===== config.mk =====
export PLATFORM = sky130hd
export DESIGN_NAME = pcfd_front_flat
export DESIGN_NICKNAME = d
export VERILOG_FILES = /design/src/sv/pcfd_pkg.sv /design/src/sv/pcfd_if.sv /design/src/sv/pcfd_front.sv /design/src/flat_wrapper.sv
export SDC_FILE = /design/constraint.sdc
export NUM_CORES = 1
export LEC_CHECK = 0
export BUFFER_PORTS_ARGS = -buffer_cell sky130_fd_sc_hd__buf_2
export CAP_MARGIN = 20
export CORE_MARGIN = 2
export CORE_UTILIZATION = 50
export DETAILED_ROUTE_END_ITERATION = 8
export GPL_TIMING_DRIVEN = 1
export MAX_ROUTING_LAYER = met4
export PLACE_DENSITY = 0.81
export REMOVE_ABC_BUFFERS = 1
export SETUP_SLACK_MARGIN = 0.2
export SYNTH_ARGS = -nofsm -noshare
export SYNTH_HDL_FRONTEND = slang
export SYNTH_SLANG_ARGS = --single-unit

===== constraint.sdc =====
create_clock -name clk -period 2.8 [get_ports clk]
set_input_delay 0 -clock clk [delete_from_list [all_inputs] [get_ports clk]]
set_output_delay 0 -clock clk [all_outputs]
set_load 0.02 [all_outputs]

===== src/sv/pcfd_pkg.sv =====
// shared widths, codes and types of the per-connection deframer
// depends on nothing
package pcfd_pkg;

	localparam int NUM_CONNECTIONS_DEF = 1024;
	localparam int HEADER_BYTES        = 8;
	localparam int QUEUE_DEPTH         = 4;

	localparam int OP_W       = 3;
	localparam int CONN_W     = 10;
	localparam int TAG_W      = 16;
	localparam int BYTE_W     = 8;
	localparam int STATUS_W   = 3;
	localparam int WORD_W     = 32;
	localparam int SRC_W      = 4;
	localparam int HDR_CNT_W  = 3;
	localparam int CFG_IDX_W  = 2;
	localparam int CFG_DATA_W = 32;

	localparam logic [OP_W-1:0] OP_OPEN       = 3'd0;
	localparam logic [OP_W-1:0] OP_READ       = 3'd1;
	localparam logic [OP_W-1:0] OP_EOF        = 3'd2;
	localparam logic [OP_W-1:0] OP_ERROR      = 3'd3;
	localparam logic [OP_W-1:0] OP_CONNECTING = 3'd4;
	localparam logic [OP_W-1:0] OP_CONNECTED  = 3'd5;

	localparam logic [STATUS_W-1:0] ST_PAYLOAD   = 3'd0;
	localparam logic [STATUS_W-1:0] ST_EMPTY     = 3'd1;
	localparam logic [STATUS_W-1:0] ST_TOO_LARGE = 3'd2;
	localparam logic [STATUS_W-1:0] ST_CLOSED    = 3'd3;
	localparam logic [STATUS_W-1:0] ST_VIOLATION = 3'd4;

	localparam logic [CFG_IDX_W-1:0] CFG_FRAME_LIMIT  = 2'd0;
	localparam logic [CFG_IDX_W-1:0] CFG_PROCESSOR_ID = 2'd1;

	localparam logic [WORD_W-1:0] FRAME_LIMIT_RST  = 32'd65528;
	localparam logic [SRC_W-1:0]  PROCESSOR_ID_RST = 4'd0;

	typedef enum logic [2:0] {
		CLS_OPEN,
		CLS_CONNECTING,
		CLS_CONNECTED,
		CLS_CLOSE,
		CLS_READ,
		CLS_BAD
	} evt_class_t;

	typedef struct packed {
		evt_class_t          cls;
		logic [CONN_W-1:0]   conn_id;
		logic [TAG_W-1:0]    tag;
		logic [BYTE_W-1:0]   data;
	} qitem_t;

endpackage


===== src/sv/pcfd_if.sv =====
// event, result and configuration channels of the deframer
// depends on pcfd_pkg
interface pcfd_evt_if;
	logic                          valid;
	logic                          ready;
	logic [pcfd_pkg::OP_W-1:0]     operation;
	logic [pcfd_pkg::CONN_W-1:0]   conn_id;
	logic [pcfd_pkg::TAG_W-1:0]    conn_tag;
	logic [pcfd_pkg::BYTE_W-1:0]   data_byte;

	modport source(output valid, operation, conn_id, conn_tag, data_byte, input ready);
	modport sink(input valid, operation, conn_id, conn_tag, data_byte, output ready);
endinterface



===== src/sv/pcfd_front.sv =====
// front end: takes event words, classifies them and queues them for the back end
// depends on pcfd_pkg and pcfd_if
module pcfd_front #(
	parameter int NUM_CONNECTIONS = pcfd_pkg::NUM_CONNECTIONS_DEF
) (
	input  logic             clk,
	input  logic             arst_n,
	pcfd_evt_if.sink         evt,
	input  logic             clr_done,
	input  logic             pop,
	output logic             head_valid,
	output pcfd_pkg::qitem_t head
);

	localparam int DEPTH = pcfd_pkg::QUEUE_DEPTH;
	localparam int PTR_W = $clog2(DEPTH);
	localparam int CNT_W = $clog2(DEPTH + 1);
	localparam int CMP_W = 32;
	localparam int PAD_W = CMP_W - pcfd_pkg::CONN_W;

	pcfd_pkg::qitem_t     q_mem_q [DEPTH];
	logic [PTR_W-1:0]     wr_ptr_q;
	logic [PTR_W-1:0]     rd_ptr_q;
	logic [CNT_W-1:0]     count_q;
	pcfd_pkg::evt_class_t cls;
	pcfd_pkg::qitem_t     item;
	logic                 in_range;
	logic                 push;

	always_comb begin
		unique case (evt.operation) inside
			pcfd_pkg::OP_OPEN:                     cls = pcfd_pkg::CLS_OPEN;
			pcfd_pkg::OP_CONNECTING:               cls = pcfd_pkg::CLS_CONNECTING;
			pcfd_pkg::OP_CONNECTED:                cls = pcfd_pkg::CLS_CONNECTED;
			pcfd_pkg::OP_EOF, pcfd_pkg::OP_ERROR:  cls = pcfd_pkg::CLS_CLOSE;
			pcfd_pkg::OP_READ:                     cls = pcfd_pkg::CLS_READ;
			default:                               cls = pcfd_pkg::CLS_BAD;
		endcase
	end

	assign in_range     = {{PAD_W{1'b0}}, evt.conn_id} < CMP_W'(NUM_CONNECTIONS);
	assign item.cls     = cls;
	assign item.conn_id = evt.conn_id;
	assign item.tag     = evt.conn_tag;
	assign item.data    = evt.data_byte;

	assign evt.ready  = clr_done && (count_q != CNT_W'(DEPTH));
	// words for connections outside the table are taken and dropped
	assign push       = evt.valid && evt.ready && in_range;
	assign head_valid = count_q != '0;
	assign head       = q_mem_q[rd_ptr_q];

	always_ff @(posedge clk or negedge arst_n) begin
		if (!arst_n) begin
			wr_ptr_q <= '0;
			rd_ptr_q <= '0;
			count_q  <= '0;
		end else begin
			if (push) begin
				wr_ptr_q <= PTR_W'(wr_ptr_q + 1'b1);
			end
			if (pop) begin
				rd_ptr_q <= PTR_W'(rd_ptr_q + 1'b1);
			end
			count_q <= count_q + CNT_W'(push) - CNT_W'(pop);
		end
	end

	always_ff @(posedge clk) begin
		if (push) begin
			q_mem_q[wr_ptr_q] <= item;
		end
	end

endmodule


===== src/flat_wrapper.sv =====
// flat-port wrapper written by rule: the top's interface ports become plain ports
module pcfd_front_flat 
#(
	parameter int NUM_CONNECTIONS = pcfd_pkg::NUM_CONNECTIONS_DEF
)
  (clk, arst_n, clr_done, pop, head_valid, head, evt_valid, evt_operation, evt_conn_id, evt_conn_tag, evt_data_byte, evt_ready);
  pcfd_evt_if evt_i ();
  input  logic clk;
  input  logic arst_n;
  input  logic clr_done;
  input  logic pop;
  output logic head_valid;
  output pcfd_pkg::qitem_t head;
  input wire logic [$bits(evt_i.valid)-1:0] evt_valid;
  input wire logic [$bits(evt_i.operation)-1:0] evt_operation;
  input wire logic [$bits(evt_i.conn_id)-1:0] evt_conn_id;
  input wire logic [$bits(evt_i.conn_tag)-1:0] evt_conn_tag;
  input wire logic [$bits(evt_i.data_byte)-1:0] evt_data_byte;
  output wire logic [$bits(evt_i.ready)-1:0] evt_ready;
  assign evt_i.valid = evt_valid;
  assign evt_i.operation = evt_operation;
  assign evt_i.conn_id = evt_conn_id;
  assign evt_i.conn_tag = evt_conn_tag;
  assign evt_i.data_byte = evt_data_byte;
  assign evt_ready = evt_i.ready;
  pcfd_front #(.NUM_CONNECTIONS(NUM_CONNECTIONS)) u_core (.clk(clk), .arst_n(arst_n), .evt(evt_i), .clr_done(clr_done), .pop(pop), .head_valid(head_valid), .head(head));
endmodule

# Word level (Yosys, flattened, before mapping)
# Memories as Yosys holds them, arrays and structs flattened.
# Cells that the tools add are included.
# W data, S select, Z words.
[totals]
register_bits = 7
ram_bits = 148
inputBits = 42
out_inout_bits = 39
elab_cells = 22
mem_count = 1
[mem_list]
columns = ["memory", "words", "width", "read_ports", "rd_ports_with_merged_regs", "wr", "line_no", "rtl"]
rows = [
  ["u_core.q_mem_q", 4, 37, 1, 0, 1, "pcfd_front.sv:21", "pcfd_pkg::qitem_t q_mem_q [DEPTH];"],
]
[classes]
add_sub_neg = 4
eq_ne = 6
muxes = 3
reduce_logical = 5
[op_table]
columns = ["op", "count"]
rows = [
  ["$pmux W3 S5", 1],
  ["$eq A3 B2 Y1 const B", 2],
  ["$eq A3 B3 Y1 const B", 2],
  ["$add A2 B1 Y2 const B", 2],
  ["$add A3 B1 Y3", 1],
  ["$eq A3 B1 Y1 const B", 1],
  ["$logic_not A3 Y1", 1],
  ["$ne A3 B3 Y1 const B", 1],
  ["$reduce_bool A3 Y1", 1],
  ["$sub A3 B1 Y3", 1],
  ["$logic_and A1 B1 Y1", 2],
  ["$mux W1", 2],
  ["$reduce_or A2 Y1", 1],
]

# Logic depth before layout (Yosys ltp)
[depth]
ltp_word = 5
mapped_depth = 8
mapped_depth_nobuf = 8

# Least setup slack after synthesis
# Ideal clock, no wire load.
[synth_timing]
path_kind = "register to register"
from = "register u_core.count_q[1]"
to = "memory u_core.q_mem_q[0][0] in the netlist's numbering, enable pin"
setup_ps = 398
arrival_time_ps = 1680
t_required_ps = 2402
path_slack_ps = 722
stages_incl_launch_ff = 4
n_path_buf = 0
period_less_slack_ps = 2078
cell_sequence = "dfrtp_1 nor2_1 a21oi_2 and2_1"
[synth_between]
elab_chain_cells = 5
[synth_lines]
columns = ["item", "line_no", "rtl"]
rows = [
  ["start: declaration", "pcfd_front.sv:24", "logic [CNT_W-1:0] count_q;"],
  ["start signal: assignment", "pcfd_front.sv:65", "count_q <= count_q + CNT_W'(push) - CNT_W'(pop);"],
  ["$ne A3 B3 Y1", "pcfd_front.sv:47", "assign evt.ready = clr_done && (count_q != CNT_W'(DEPTH));"],
  ["$logic_and A1 B1 Y1", "pcfd_front.sv:47", ""],
  ["$logic_and A1 B1 Y1", "pcfd_front.sv:49", "assign push = evt.valid && evt.ready && in_range;"],
  ["named net u_core.push", "pcfd_front.sv:28", "logic push;"],
  ["$mux W1", "pcfd_front.sv:70", "if (push) begin"],
  ["$mux W1 (implied by the code)", "pcfd_front.sv:71", "q_mem_q[wr_ptr_q] <= item;"],
  ["end: declaration", "pcfd_front.sv:21", ""],
]
# The timed path passes the listed nets, and every way through them passes these cells.

# Worst setup path in the final report
[layout_timing]
from = "input port evt_valid"
to = "memory u_core.q_mem_q[3][26] in the netlist's numbering, enable pin"
[layout_between]
elab_chain_cells = 3
[layout_lines]
columns = ["item", "line_no", "rtl"]
rows = [
  ["start: declaration", "flat_wrapper.sv:14", "input wire logic [$bits(evt_i.valid)-1:0] evt_valid;"],
  ["$logic_and A1 B1 Y1", "pcfd_front.sv:49", ""],
  ["named net u_core.push", "pcfd_front.sv:28", ""],
  ["$mux W1", "pcfd_front.sv:70", ""],
  ["$mux W1 (implied by the code)", "pcfd_front.sv:71", ""],
]
# The timed path passes the listed nets, and every way through them passes these cells.

==> out/metrics.yaml <==
setup_path:
  r2r-end: "u_core.q_mem_q[3][26]"
  critPathMaxFanout: 23
  cp.arrival_ns: 2.37
  crit_required_ns: 2.92
  start_kind: "input port"
  reg2reg_from: "u_core.count_q[1]"
  critPathTopFamily: "buffers and inverters"
  cp_num_buf_inv: 4
  cpMostUsedCell: "dlygate4sd3_1"
  rrSetupSlack_ns: 0.79
  cp-end-kind: "flop"
  worstRegToRegCells: 4
  cpPeakStageDelay_ns: 0.62
  crit_type: "in2reg"
  crit_chain: "dlygate4sd3_1, buf_2, nand2_1, dlygate4sd3_1, a21oi_2, and2_2, buf_4"
  slowest_stage: "and2_2"
synthesis:
  ys_ff_latch: 155
  synth-xor-area-share_pct: 0.7577
  synth-compound-area-share_pct: 0.4113
  synthDistinctLibCells: 21
  synth_warnings: 0
  syn_area_per_cell_um2: 24.49
  synthMuxAreaShare_pct: 14.79
  yosysSeqAreaShare_pct: 79.93
  synth_area_um2: 5779
  synth-adder-area-share_pct: 1.645
  synth_top_family_by_area: "multiplexers"
  synthCells: 236
  yosys.area_share.simple_pct: 1.039
clock_tree:
  clock_latency_ns: 0.41
  clkTransAtPathRegs_ns: 0.06
  cts_tree: "yes"
  cts-root-buf: "clkbuf_16"
  cts.sinks: 155
  cts-htree-levels: 4
  post_cts_buffers: 0
  cts_buffer_depth: 2
  numCtsBuffers: 17
  post_cts_resized: 0
detailed_routing:
  vias: 2751
  post_drt_via_cell_ratio: 5.191
  drc: 0
  wl_per_cell_um: 18.88
  ant_nets: 0
  drtIter0Drc: 155
  drt_pre_antenna_iters: 4
  totalWireLength_um: 10010
pwr:
  finalPower_mw: 7.323
  cellPowerDensity_nw_per_um2: 991.4
  vdd_drop_max_v: 0.0005066
  p_leak_nw: 2.611
layout:
  diodes: 0
  area_growth_pct: 27.82
  layout-drive-gt1-share_pct: 41.09
  mostFrequentLayoutCells: "148 x edfxtp_1, 80 x buf_2, 41 x dlygate4sd3_1"
  final_nets: 423
  final_common_cell: "edfxtp_1"
  final_area_um2: 7387
  finalNonFillerCells: 530
floorplanning:
  io-pin-count: 81
  num_rows: 39
  initial_core_util_pct: 50.83
  die_y_um: 111.5
  die_w_um: 111.5
  core_um2: 11370
  die_area_um2: 12430
sta:
  setup_viol: 0
  hold_viol: 0
  rsz0062_at_grt: "no"
  fin_skew_ns: 0.009961
  worst_slew_pin_slew_ns: 0.9379
  setup_ws_ns: 0.5490
  setup_tns_ns: 0
  fin_crit_ns: 2.251
  relSlewSlack_pct: 37.48
  fmax_ghz: 0.4443
  slew_violations: 0
  min_period_over_period_pct: 80.39
grt:
  grt_pass1_vias: 3002
  antenna_found_initial: 0
  grt_max_degree: 39
  grt.total_usage_pct: 17.97
  grt_pass1_wl_um: 15990
  grt.overflow.total: 0
outcome:
  outcome: "complete, no violations"
placement:
  hpwl_um: 6024
  dp_slack_ns: 0.7670
  place_area_um2: 6380
  io_buffers: 80
  routabilityCongestion: 0.7558
  dp_cells: 457
hold_path:
  hp-class: "in2reg"
  hold-path-cell-count: 3
  min_from: "evt_operation[0]"
  hold_end: "u_core.q_mem_q[0][35]"
flow_run:
  drv_cap: 0
[tightest hold or removal path, cell delays in order]
cell     delay, ns
buf_2         0.12
nand2_1       0.06
mux2i_1       0.11
[area by class of cell]
cell class / count / area (um^2)
multi-input combinational: 66 / 1082
inverter: 7 / 26.28
timing repair buffer: 127 / 880.8
clock buffer: 22 / 454.2
tap: 143 / 178.9
fill: 752 / 3983
clock inverter: 10 / 142.6
sequential: 155 / 4622
[synth_stat cells (all sizes together)]
library cell / instances / area, um^2
a21boi: 1 / 7.510
a21o: 1 / 7.510
a21oi: 1 / 8.760
and2: 4 / 25.02
buf: 7 / 52.54
clkbuf: 1 / 3.750
dfrtp: 7 / 175.2
edfxtp: 148 / 4444
fa: 1 / 20.02
ha: 6 / 75.07
inv: 7 / 26.28
mux2: 1 / 11.26
mux2i: 1 / 10.01
mux4: 37 / 833.3
nand2: 5 / 18.77
nor2: 1 / 3.750
or3: 2 / 12.51
xnor2: 4 / 35.03
xor2: 1 / 8.760
[stage by stage]
stage	hold WS (ns)	utilization [%]
floorplan	-0.2956	-
global placement	-0.1629	56.11
detailed placement	-0.1526	56.11
CTS	0.05685	64.97
global route	0.07476	64.97
finish	0.07902	64.97
[sequential cells by signal, indices dropped and copies added, names as in the netlist]
name             cells
u_core.q_mem_q     148
u_core.count_q       3
u_core.rd_ptr_q      2
u_core.wr_ptr_q      2
[worst max-delay path by stage]
stage	start	cells past startpoint	endpoint	slack, ns
after global routing	evt_valid	7	u_core.q_mem_q[3][4]	0.44
after detailed placement	u_core.count_q[1]	4	u_core.q_mem_q[3][13]	0.77
after floorplan	u_core.rd_ptr_q[0]	1	head[0]	0.47
after global placement	u_core.count_q[1]	4	u_core.q_mem_q[3][13]	0.82
final	evt_valid	7	u_core.q_mem_q[3][26]	0.55
after CTS	evt_valid	7	u_core.q_mem_q[3][26]	0.53
[timing repair]
item | 4_1_cts | 5_1_grt
hold buffers | 41 | 0
hold endpoints to repair | 154 | 0
endpoints found under the setup margin | 0 | 0
[metal layers]
metal	track usage, %	up-vias	share of wire (%)
li1	-	1257	-
met1	22.75	1398	43
met2	28.09	83	51
met3	5.716	13	4.8
met4	5.926	0	0.95
met5	-	-	0
[cell families (layout without fill, tap and decap cells)]
kind of cell / count (synthesis) / in the layout
flip-flops: 155 / 155
XOR/XNOR: 5 / 5
AND/OR/NAND/NOR: 12 / 12
AO/OA/AOI/OAI: 3 / 3
buffers and inverters: 15 / 166
adder cells (fa/ha/maj): 7 / 7
multiplexers: 39 / 39
[power by group]
group	switching (mW)	internal, mW	total [mW]
combinational	1.04	0.924	1.96
sequential	0.251	2.85	3.10
clock	0.835	1.43	2.26
total	2.13	5.20	7.32
Note: power is estimated with default switching activity, not from simulation.
